--- src/rtl/tdpf_pkg.sv ---
package tdpf_pkg;

	localparam int NUM_W    = 64;
	localparam int FACTOR_W = 21;
	localparam int STATUS_W = 2;
	localparam int CFG_W    = 21;
	localparam int TDATA_W  = 88;
	localparam int SLOTS    = 64;
	localparam int IDX_W    = 6;
	localparam int CNT_W    = 7;
	localparam int STEP_W   = 6;

	localparam logic [CFG_W-1:0] LIMIT_RESET = 21'd1048576;

	typedef enum logic [STATUS_W-1:0] {
		STAT_FACTOR = 2'd0,
		STAT_ONE    = 2'd1,
		STAT_ZERO   = 2'd2,
		STAT_COF    = 2'd3
	} status_t;

	typedef enum logic [2:0] {
		S_IDLE,
		S_LAUNCH,
		S_DIV,
		S_FINAL,
		S_COF,
		S_RD,
		S_OUT,
		S_SPECIAL
	} state_t;

	typedef struct packed {
		logic             done;
		logic             rem_zero;
		logic [NUM_W-1:0] quot;
	} div_rsp_t;

endpackage

--- src/rtl/tdpf_div.sv ---
module tdpf_div #(
	parameter int DW = 21
) (
	input  logic                       clk,
	input  logic                       arst_n,
	input  logic                       start,
	input  logic [tdpf_pkg::NUM_W-1:0] dividend,
	input  logic [DW-1:0]              divisor,
	output tdpf_pkg::div_rsp_t         rsp
);
	import tdpf_pkg::*;

	logic              busy_q;
	logic              done_q;
	logic [STEP_W-1:0] step_q;
	logic [DW-1:0]     acc_q;
	logic [NUM_W-1:0]  quo_q;
	logic [DW-1:0]     dvs_q;

	logic [DW:0]   trial;
	logic          ge;
	logic [DW-1:0] acc_d;

	// restoring division, one quotient bit a cycle; dividend shifts out as quotient shifts in
	always_comb begin
		trial = {acc_q, quo_q[NUM_W-1]};
		ge    = trial >= {1'b0, dvs_q};
		acc_d = ge ? DW'(trial - {1'b0, dvs_q}) : DW'(trial);
	end

	always_ff @(posedge clk or negedge arst_n) begin
		if (!arst_n) begin
			busy_q <= 1'b0;
			done_q <= 1'b0;
			step_q <= '0;
		end else begin
			done_q <= 1'b0;
			if (start) begin
				busy_q <= 1'b1;
				step_q <= '0;
			end else if (busy_q) begin
				step_q <= step_q + 1'b1;
				if (&step_q) begin
					busy_q <= 1'b0;
					done_q <= 1'b1;
				end
			end
		end
	end

	always_ff @(posedge clk) begin
		if (start) begin
			acc_q <= '0;
			quo_q <= dividend;
			dvs_q <= divisor;
		end else if (busy_q) begin
			acc_q <= acc_d;
			quo_q <= {quo_q[NUM_W-2:0], ge};
		end
	end

	assign rsp.done     = done_q;
	assign rsp.rem_zero = (acc_q == '0);
	assign rsp.quot     = quo_q;

endmodule

--- src/rtl/tdpf_store.sv ---
module tdpf_store #(
	parameter int DEPTH = 64,
	parameter int WIDTH = 21
) (
	input  logic                     clk,
	input  logic                     we,
	input  logic [$clog2(DEPTH)-1:0] waddr,
	input  logic [WIDTH-1:0]         wdata,
	input  logic [$clog2(DEPTH)-1:0] raddr,
	output logic [WIDTH-1:0]         rdata
);
	logic [WIDTH-1:0] mem [DEPTH];

	always_ff @(posedge clk) begin
		if (we) begin
			mem[waddr] <= wdata;
		end
	end

	always_ff @(posedge clk) begin
		rdata <= mem[raddr];
	end

endmodule

--- src/rtl/trial_division_prime_factorizer_unit.sv ---
// Trial-division factorizer. Each 64-bit word on s_t* is split into prime factors by dividing
// out 2, 3, 4, ... up to the configured divisor limit (clamped to 2..MAX_DIVISOR) or until
// d*d exceeds the remainder. Results leave on m_t* largest first, one word per factor, the
// final word carrying tlast; a remainder left above the limit leads as a status-3 cofactor.
// Inputs 0 and 1 give a single status word. One bit-serial divider does all the work, one
// division per trial divisor and per factor removed, so an item's time grows with the count
// of trial divisors plus factors; each factor word out passes through a read state and an
// output state. s_tready is low for the whole of an item.
module trial_division_prime_factorizer_unit #(
	parameter int MAX_DIVISOR = 1048576
) (
	input  logic                         clk,
	input  logic                         arst_n,
	input  logic                         s_tvalid,
	output logic                         s_tready,
	input  logic [tdpf_pkg::NUM_W-1:0]   s_tdata,  // [63:0] number
	output logic                         m_tvalid,
	input  logic                         m_tready,
	output logic [tdpf_pkg::TDATA_W-1:0] m_tdata,  // [20:0] factor, [84:21] cofactor, zero pad
	output logic [tdpf_pkg::STATUS_W-1:0] m_tuser, // [1:0] status
	output logic                         m_tlast,
	input  logic                         cfg_valid,
	output logic                         cfg_ready,
	input  logic [tdpf_pkg::CFG_W-1:0]   cfg_data  // divisor_limit
);
	import tdpf_pkg::*;

	localparam int LW = $clog2(MAX_DIVISOR + 1);

	state_t               state_q, state_d;
	logic [CFG_W-1:0]     cfg_q;
	logic [LW-1:0]        lim_q;
	logic [LW-1:0]        dvs_q;
	logic [NUM_W-1:0]     rem_q;
	logic [NUM_W-1:0]     cof_q;
	logic [CNT_W-1:0]     cnt_q;
	logic [IDX_W-1:0]     idx_q;
	status_t              status_q;

	div_rsp_t             rsp;
	logic                 div_start;
	logic                 mem_we;
	logic [LW-1:0]        mem_wdata;
	logic [LW-1:0]        rd_data;

	logic                 in_acc, out_acc;
	logic [31:0]          cfg_ext;
	logic [LW-1:0]        lim_next;
	logic                 d_past_root, d_at_lim, rem_gt1, rem_le_lim, left_store;
	logic [CNT_W-1:0]     cnt_fin;
	logic [FACTOR_W-1:0]  factor;
	logic [NUM_W-1:0]     cofactor;

	assign in_acc    = s_tvalid && s_tready;
	assign out_acc   = m_tvalid && m_tready;
	assign cfg_ready = 1'b1;

	always_comb begin
		cfg_ext = 32'(cfg_q);
		if (cfg_ext < 32'd2) begin
			lim_next = LW'(2);
		end else if (cfg_ext > 32'(MAX_DIVISOR)) begin
			lim_next = LW'(MAX_DIVISOR);
		end else begin
			lim_next = LW'(cfg_ext);
		end
	end

	// d > rem/d is the same test as d*d > rem
	assign d_past_root = NUM_W'(dvs_q) > rsp.quot;
	assign d_at_lim    = dvs_q >= lim_q;
	assign rem_gt1     = rem_q > NUM_W'(1);
	assign rem_le_lim  = rem_q <= NUM_W'(lim_q);
	assign left_store  = rem_gt1 && rem_le_lim;
	assign cnt_fin     = cnt_q + CNT_W'(left_store && !cnt_q[CNT_W-1]);

	tdpf_div #(.DW(LW)) u_div (
		.clk      (clk),
		.arst_n   (arst_n),
		.start    (div_start),
		.dividend (rem_q),
		.divisor  (dvs_q),
		.rsp      (rsp)
	);

	tdpf_store #(.DEPTH(SLOTS), .WIDTH(LW)) u_store (
		.clk   (clk),
		.we    (mem_we),
		.waddr (cnt_q[IDX_W-1:0]),
		.wdata (mem_wdata),
		.raddr (idx_q),
		.rdata (rd_data)
	);

	always_comb begin
		state_d = state_q;
		unique case (state_q)
			S_IDLE: begin
				if (in_acc) begin
					if (s_tdata == NUM_W'(0) || s_tdata == NUM_W'(1)) begin
						state_d = S_SPECIAL;
					end else begin
						state_d = S_LAUNCH;
					end
				end
			end
			S_LAUNCH: state_d = S_DIV;
			S_DIV: begin
				if (rsp.done) begin
					priority if (d_past_root) begin
						state_d = S_FINAL;
					end else if (rsp.rem_zero) begin
						state_d = S_LAUNCH;
					end else if (d_at_lim) begin
						state_d = S_FINAL;
					end else begin
						state_d = S_LAUNCH;
					end
				end
			end
			S_FINAL: state_d = (rem_gt1 && !rem_le_lim) ? S_COF : S_RD;
			S_COF: begin
				if (out_acc) begin
					state_d = (cnt_q == '0) ? S_IDLE : S_RD;
				end
			end
			S_RD: state_d = S_OUT;
			S_OUT: begin
				if (out_acc) begin
					state_d = (idx_q == '0) ? S_IDLE : S_RD;
				end
			end
			S_SPECIAL: begin
				if (out_acc) begin
					state_d = S_IDLE;
				end
			end
			default: state_d = S_IDLE;
		endcase
	end

	always_comb begin
		s_tready  = 1'b0;
		div_start = 1'b0;
		m_tvalid  = 1'b0;
		m_tuser   = STAT_FACTOR;
		m_tlast   = 1'b0;
		factor    = '0;
		cofactor  = '0;
		mem_we    = 1'b0;
		mem_wdata = dvs_q;
		unique case (state_q)
			S_IDLE:   s_tready = 1'b1;
			S_LAUNCH: div_start = 1'b1;
			S_DIV: begin
				mem_we = rsp.done && !d_past_root && rsp.rem_zero && !cnt_q[CNT_W-1];
			end
			S_FINAL: begin
				mem_we    = left_store && !cnt_q[CNT_W-1];
				mem_wdata = LW'(rem_q);
			end
			S_COF: begin
				m_tvalid = 1'b1;
				m_tuser  = STAT_COF;
				m_tlast  = (cnt_q == '0);
				cofactor = cof_q;
			end
			S_RD: ;
			S_OUT: begin
				m_tvalid = 1'b1;
				m_tuser  = STAT_FACTOR;
				m_tlast  = (idx_q == '0);
				factor   = FACTOR_W'(rd_data);
			end
			S_SPECIAL: begin
				m_tvalid = 1'b1;
				m_tuser  = status_q;
				m_tlast  = 1'b1;
			end
			default: ;
		endcase
	end

	assign m_tdata = {(TDATA_W - NUM_W - FACTOR_W)'(0), cofactor, factor};

	always_ff @(posedge clk or negedge arst_n) begin
		if (!arst_n) begin
			state_q <= S_IDLE;
			cfg_q   <= LIMIT_RESET;
			cnt_q   <= '0;
			idx_q   <= '0;
		end else begin
			state_q <= state_d;
			if (cfg_valid && cfg_ready) begin
				cfg_q <= cfg_data;
			end
			unique case (state_q)
				S_IDLE: begin
					if (in_acc) begin
						cnt_q <= '0;
					end
				end
				S_DIV: begin
					if (rsp.done && !d_past_root && rsp.rem_zero && !cnt_q[CNT_W-1]) begin
						cnt_q <= cnt_q + 1'b1;
					end
				end
				S_FINAL: begin
					cnt_q <= cnt_fin;
					idx_q <= IDX_W'(cnt_fin - 1'b1);
				end
				S_COF: begin
					if (out_acc) begin
						idx_q <= IDX_W'(cnt_q - 1'b1);
					end
				end
				S_OUT: begin
					if (out_acc) begin
						idx_q <= idx_q - 1'b1;
					end
				end
				default: ;
			endcase
		end
	end

	always_ff @(posedge clk) begin
		unique case (state_q)
			S_IDLE: begin
				if (in_acc) begin
					rem_q    <= s_tdata;
					dvs_q    <= LW'(2);
					lim_q    <= lim_next;
					status_q <= (s_tdata == NUM_W'(0)) ? STAT_ZERO : STAT_ONE;
				end
			end
			S_DIV: begin
				if (rsp.done && !d_past_root) begin
					if (rsp.rem_zero) begin
						rem_q <= rsp.quot;
					end else if (!d_at_lim) begin
						dvs_q <= dvs_q + 1'b1;
					end
				end
			end
			S_FINAL: cof_q <= rem_q;
			default: ;
		endcase
	end

endmodule

--- config.mk ---
export PLATFORM = sky130hd
export DESIGN_NAME = trial_division_prime_factorizer_unit
export DESIGN_NICKNAME = d
export VERILOG_FILES = /design/src/rtl/tdpf_pkg.sv /design/src/rtl/tdpf_div.sv /design/src/rtl/tdpf_store.sv /design/src/rtl/trial_division_prime_factorizer_unit.sv
export SDC_FILE = /design/constraint.sdc
export NUM_CORES = 2
export LEC_CHECK = 0
export CAP_MARGIN = 20
export CORE_UTILIZATION = 60
export CTS_BUF_LIST = sky130_fd_sc_hd__clkbuf_8
export CTS_CLUSTER_SIZE = 10
export DETAILED_ROUTE_END_ITERATION = 16
export DONT_BUFFER_PORTS = 1
export PLACE_DENSITY = 0.86
export SKIP_LAST_GASP = 1
export SYNTH_ARGS = -nofsm -noshare
export SYNTH_HDL_FRONTEND = slang
export SYNTH_SLANG_ARGS = --single-unit
--- constraint.sdc ---
create_clock -name clk -period 8.2 [get_ports clk]
set_clock_uncertainty 0.15 [all_clocks]
set_input_delay 0 -clock clk [delete_from_list [all_inputs] [get_ports clk]]
set_output_delay 0 -clock clk [all_outputs]
set_load 0.005 [all_outputs]
Yosys cells after proc, flatten, opt, wreduce, memory -nomap -nowiden

Memories as Yosys holds them, arrays and structs flattened. A register that Yosys moved wholly into a read port is not among the register bits.
Index checks and enable logic that the tools add are counted.

Flip-flop bits (word level): 323
Memory bits (writable): 1,344
Input port bits: 90
Output and inout port bits: 94
Logic and storage cells: 132
Memories kept: 1

Add/sub/neg operators: 8
Magnitude comparators: 7
Equal/unequal tests: 18
Muxes and demuxes: 52
Reduce and logical (&&, ||, !) cells: 30

Memories:

| memory      | words | width | read ports | clocked after memory_dff | wr ports | RTL line         | text |
|---|---|---|---|---|---|---|---|
| u_store.mem | 64    | 21    | 1          | 1                        | 1        | tdpf_store.sv:12 | `logic [WIDTH-1:0] mem [DEPTH];` |

Operators with widths:

| operator                                                                          | number |
|---|---|
| 64-bit two-way mux                                                                | 6 |
| 21-bit two-way mux                                                                | 8 |
| 64-bit case mux with 2 select lines                                               | 1 |
| 64-bit by 1-bit equality test with 1-bit output (second input constant)           | 1 |
| 21-bit by 64-bit greater-than comparator with 1-bit output                        | 1 |
| 64-bit by 1-bit greater-than comparator with 1-bit output (second input constant) | 1 |
| 64-bit by 21-bit less-or-equal comparator with 1-bit output                       | 1 |
| 64-bit zero test                                                                  | 1 |
| 21-bit case mux with 2 select lines                                               | 1 |
| 3-bit two-way mux                                                                 | 8 |
| 6-bit two-way mux                                                                 | 4 |
| 3-bit case mux with 8 select lines                                                | 1 |
| 22-bit by 21-bit greater-or-equal comparator with 1-bit output                    | 1 |
| 21-bit by 1-bit adder with 21-bit output (second input constant)                  | 1 |
| 21-bit greater-or-equal comparator                                                | 1 |
| 21-bit greater-than comparator (second input constant)                            | 1 |
| 21-bit zero test                                                                  | 1 |
| 21-bit by 2-bit less-than comparator with 1-bit output (second input constant)    | 1 |
| 7-bit case mux with 3 select lines                                                | 1 |
| 21-bit subtractor                                                                 | 1 |
| 2-bit inequality test (second input constant)                                     | 9 |
| 6-bit case mux with 3 select lines                                                | 1 |
| 6-bit by 1-bit subtractor with 6-bit output (second input constant)               | 3 |
| 7-bit two-way mux                                                                 | 2 |
| 27 further kinds                                                                  | 58 |

Longest topological paths before layout

Depth after elaboration: 8
Gate-level depth with buffers: 18

By module

From an unflattened synthesis, not the netlist that was laid out.

Cell total of the unflattened synthesis: 3,815
Area total of the unflattened synthesis: 69,221.4 um2

Modules (own cells, without submodules):

| module                               | times used | cells each | area each (um2) |
|---|---|---|---|
| tdpf_store                           | 1          | 2,190      | 51,717.1 |
| trial_division_prime_factorizer_unit | 1          | 1,121      | 11,427.2 |
| tdpf_div                             | 1          | 504        | 6,077.1 |

Least setup slack after synthesis

OpenSTA, ideal clock, no wires.

Path kind: register to register
Start: reg state_q[1]
End: mem u_store.mem[0][17], data pin
Setup time: 0.703 ns
Data arrival time: 5.138 ns
Setup slack: 2.209 ns
Stages on the path, launching flop included: 6
Buffers on the path: 1
Cells stage by stage: dfrtp_1 -> nor2b_1 -> nand2_1 -> inv_1 -> clkbuf_1 -> o21ai_0

Word-level cells in the longest chain between the ends: 2

RTL lines:

| item                                           | RTL line                                    | text |
|---|---|---|
| start, declared                                | trial_division_prime_factorizer_unit.sv:30  | `state_t state_q, state_d;` |
| start signal, assigned                         | trial_division_prime_factorizer_unit.sv:193 | `state_q <= state_d;` |
| 3-bit by 2-bit equality test with 1-bit output | trial_division_prime_factorizer_unit.sv:152 | `unique case (state_q)` |
| 21-bit two-way mux                             | trial_division_prime_factorizer_unit.sv:152 |  |
| via mem_wdata[17]                              | trial_division_prime_factorizer_unit.sv:43  | `logic [LW-1:0] mem_wdata;` |
| end, declared                                  | tdpf_store.sv:12                            |  |

The timed path passes the listed nets, and every way through them passes these cells.

Final worst setup path

Start: reg rem_q[45]
End: mem u_store.mem[33][14], enable pin

Word-level cells in the longest chain between the ends: 6
Elaborated cells between the ends (all ways): 7
Classes of those cells: order compare (2); mux (3); reduce/logical (2)

RTL lines:

| item                                                                                                                                            | RTL line                                                                               | text |
|---|---|---|
| start, declared                                                                                                                                 | trial_division_prime_factorizer_unit.sv:34                                             | `logic [NUM_W-1:0] rem_q;` |
| start signal, assigned                                                                                                                          | trial_division_prime_factorizer_unit.sv:231                                            | `rem_q <= s_tdata;` |
| start signal, assigned                                                                                                                          | trial_division_prime_factorizer_unit.sv:240                                            | `rem_q <= rsp.quot;` |
| 64-bit by 1-bit greater-than comparator with 1-bit output / 64-bit by 21-bit less-or-equal comparator with 1-bit output (equally long branches) | trial_division_prime_factorizer_unit.sv:72, trial_division_prime_factorizer_unit.sv:73 |  |
| 1-bit logical AND (*)                                                                                                                           | trial_division_prime_factorizer_unit.sv:74                                             | `assign left_store = rem_gt1 && rem_le_lim;` |
| 1-bit logical AND (*)                                                                                                                           | trial_division_prime_factorizer_unit.sv:159                                            | `mem_we = left_store && !cnt_q[CNT_W-1];` |
| 1-bit case mux with 2 select lines (*)                                                                                                          | trial_division_prime_factorizer_unit.sv:152                                            |  |
| 1-bit two-way mux (*)                                                                                                                           | tdpf_store.sv:15                                                                       | `if (we) begin` |
| 1-bit two-way mux (implied by the code) (*)                                                                                                     | tdpf_store.sv:16                                                                       | `mem[waddr] <= wdata;` |

Every way passes the cells marked *; elsewhere a longest branch is shown, timed or not.

==> impl_metrics.py <==
metrics = {
    "timing": {
        "setup_tns_ps": 0,
        "rsz0062_at_grt": "no",
        "slew_violations": 0,
        "slew-limit-headroom_pct": 19.1,
        "fmax_ghz": 0.196,
        "hold_viol_final": 0,
        "worstMarginPinSlew_ps": 1210,
        "layout_min_cycle_time_ps": 5090,
        "holdWs_ps": 118,
        "setup_viol": 0,
        "min_period_over_period_pct": 62.1,
    },
    "floorplan": {
        "ioPinCount": 184,
        "die_height_um": 340,
        "initial_core_util_pct": 60.8,
        "dieArea_mm2": 0.116,
        "die_width_um": 340,
        "core-area_mm2": 0.113,
        "fp-row-count": 123,
    },
    "layout": {
        "areaGrowthSynthToFinish_pct": 13.4,
        "finalCoreUtilization_pct": 69.0,
        "nets": 4300,
        "layout-drive-gt1-share_pct": 23.7,
    },
    "synthesis": {
        "synth-simple-area-share_pct": 5.74,
        "synthAdderAreaFrac_pct": 1.69,
        "yosys.area.top_type": "edfxtp_1",
        "synth_xor_area_share_pct": 0.561,
        "synthMuxAreaShare_pct": 15.2,
        "synth_top_family_by_area": "multiplexers",
        "synth_top_area_share_pct": 70.0,
        "syn_area_mm2": 0.0687,
        "yosys_warnings": 0,
        "synth_edf_count": 1601,
        "yosysUniqueCellTypes": 69,
        "synthCells": 3720,
        "ys_seq_area_share_pct": 72.8,
        "synth_ff_type": "edfxtp_1",
        "yosys-top-cells-area": "edfxtp_1, mux4_2, nand2_1",
        "syn_area_per_cell_um2": 18.5,
        "synthArstFlopShare_pct": 2.67,
        "ys_seq_elements": 1688,
        "synth_compound_area_share_pct": 2.47,
    },
    "worst_setup_path": {
        "worstPathArrival_ps": 5540,
        "crit_chain": "nor4_1 -> nand4_1 -> nor3_1 -> nand2_1 -> a2111oi_4 -> o211ai_2 -> nor2_2 -> buf_8",
        "endpoint_kind": "register",
        "worstPathRequired_ps": 8650,
        "reg2regPathDepth": 8,
        "path_depth": 8,
        "crit_family": "simple AND/OR/NAND/NOR gates",
        "crit_path_start_kind": "register",
        "crit_buf_inv": 1,
        "cpMaxStageDelayCell": "a2111oi_4",
        "cp_max_fo": 12,
        "path_class": "reg -> reg",
        "max_stage_delay_ps": 1020,
    },
    "pwr": {
        "power.total_mw": 26.3,
        "vdd_ir_drop_max_v": 0.000280,
        "powerDensity_mw_per_mm2": 338,
        "p_leak_nw": 26.8,
    },
    "clocking": {
        "cts_setup_buffers": 0,
        "cts_buffer_depth": 4,
        "numClockSinks": 1688,
        "ctsResizeCount": 0,
        "numCtsBuffers": 276,
        "cts_tree": "yes",
        "root_buffer": "clkbuf_8",
        "clock_latency_ps": 990,
        "path_clk_slew_ps": 70,
        "ctsHtreeMaxLevel": 5,
    },
    "hold_path": {
        "min_path_cells": 4,
        "worstHoldPathType": "in -> reg",
    },
    "drt": {
        "dr_total_vias": 40655,
        "wl_per_cell_um": 32.8,
        "vias_per_cell": 6.99,
        "ant_nets": 0,
        "drc": 0,
        "finalWirelength_um": 191000,
        "dr.pass1.iters": 8,
        "drt_iter0_drc": 7011,
    },
    "global_routing": {
        "grt_pass1_wl_um": 268000,
        "grt_start_max_net_pins": 152,
        "grt_antenna_before_repair": 14,
        "grt.overflow.total": 0,
        "grt_pass1_vias": 40322,
        "track_usage_pct": 32.1,
    },
    "job": {
        "drv_cap": 0,
    },
    "placed_design": {
        "hpwl_um": 103000,
        "port_buffers": 0,
        "place_congestion": 0.920,
    },
    "run_status": {
        "status": "finished clean",
    },
}
cell usage in the layout, fill, tap and decap left out, drive strengths merged, types with 8 or more instances in the layout:
master	n
nor4	52
nor3	17
nor2	148
inv	159
dlygate4sd3	184
o22ai	15
mux2i	59
nand4	26
dfxtp	42
buf	116
a21oi	81
clkinv	85
mux4	417
diode	15
xnor2	21
clkbuf	282
dfrtp	44
nand3	34
a21o	20
nand2	379
clkinvlp	9
o211ai	12
or3	9
o21a	8
xor2	23
o21ai	93
nand2b	8
and2	68
nor2b	30
edfxtp	1601
or2	19
and3	31
mux2	42
ha	91
path summary, 6_finish.rpt:
kind,startpoint,end,slack (ps)
max,rem_q[45],u_store.mem[33][14],3110
min,s_tvalid,cnt_q[6],120
max reg2reg,rem_q[45],u_store.mem[33][14],3110
min reg2reg,rem_q[37],cof_q[37],310
max in group asynchronous,arst_n,cfg_q[20],7380
min in group asynchronous,arst_n,u_div.step_q[3],190
final cells by class:
class,instances,area (µm²)
diodes,15,37.5
fillers,6310,35000
clock buffers,282,3880
flip-flops and latches,1688,50100
well taps,1500,1880
repair buffers,300,3000
inverters,80,303
multi-input cells,1772,17900
clock inverters,178,886
state kept, by name, indices dropped and copies added, names as in the netlist:
register,cells
u_store.mem,1344
cof_q,64
rem_q,64
u_div.quo_q,64
cfg_q,21
dvs_q,21
lim_q,21
u_div.acc_q,21
u_div.dvs_q,21
u_store.rdata,21
cnt_q,7
idx_q,6
u_div.step_q,6
state_q,3
status_q,2
u_div.busy_q,1
u_div.done_q,1
worst register-to-register path: cells and delay by family, from the launching register on:
family / cells / cell delay [ps]
compound gates: 2 / 1560
flops: 1 / 440
simple gates: 5 / 2310
buf+inv: 1 / 250
repair_timing:
action	CTS	global route
hold endpoints to repair	171	0
setup endpoints to repair	0	0
hold buffers	186	0
per-stage QoR:
stage                     setup slack, ps  instances  instance area (µm²)
after global placement               3240       5130                70800
after CTS                            3050       5778                77500
final                                3110       5815                77900
after global routing                 3090       5803                77900
after detailed placement             3040       5132                70900
after floorplan                      2210       3722                68700
layer usage:
metal | GRT usage [%] | vias to the layer above | wire, µm
met5 | 0 | - | 97
met1 | 41.3 | 20207 | 62200
met3 | 8.77 | 801 | 25100
met4 | 16.9 | 14 | 11400
li1 | - | 15652 | -
met2 | 50.6 | 3981 | 91800
kinds of logic (layout without fill, tap and decap cells):
logic type / Yosys count / count (layout)
AO/OA/AOI/OAI: 272 / 272
other: 2 / 19
buffers and inverters: 262 / 840
adder cells (fa/ha/maj): 92 / 92
AND/OR/NAND/NOR: 842 / 842
flip-flops: 1688 / 1688
XOR/XNOR: 44 / 44
multiplexers: 518 / 518
synthesized netlist by cell type (31+ instances only):
library cell	n
mux2_2	42
and2_1	68
o21ai_0	91
mux2i_1	59
nor4_1	52
nand2_1	379
dfxtp_1	42
mux4_2	417
clkbuf_1	131
inv_1	78
ha_1	91
buf_1	39
dfrtp_1	44
nor2_1	148
edfxtp_1	1601
and3_1	31
nand3_1	34
a21oi_1	81
report_power, final:
group          total (mW)  leakage [nW]  internal, mW  switching [mW]
logic                7.53          8.64          2.62            4.91
registers            12.1          15.5          11.3           0.752
clock network        6.72          2.72          3.34            3.38
total                26.3          26.8          17.3            9.04
(Power assumes the default switching activity.)
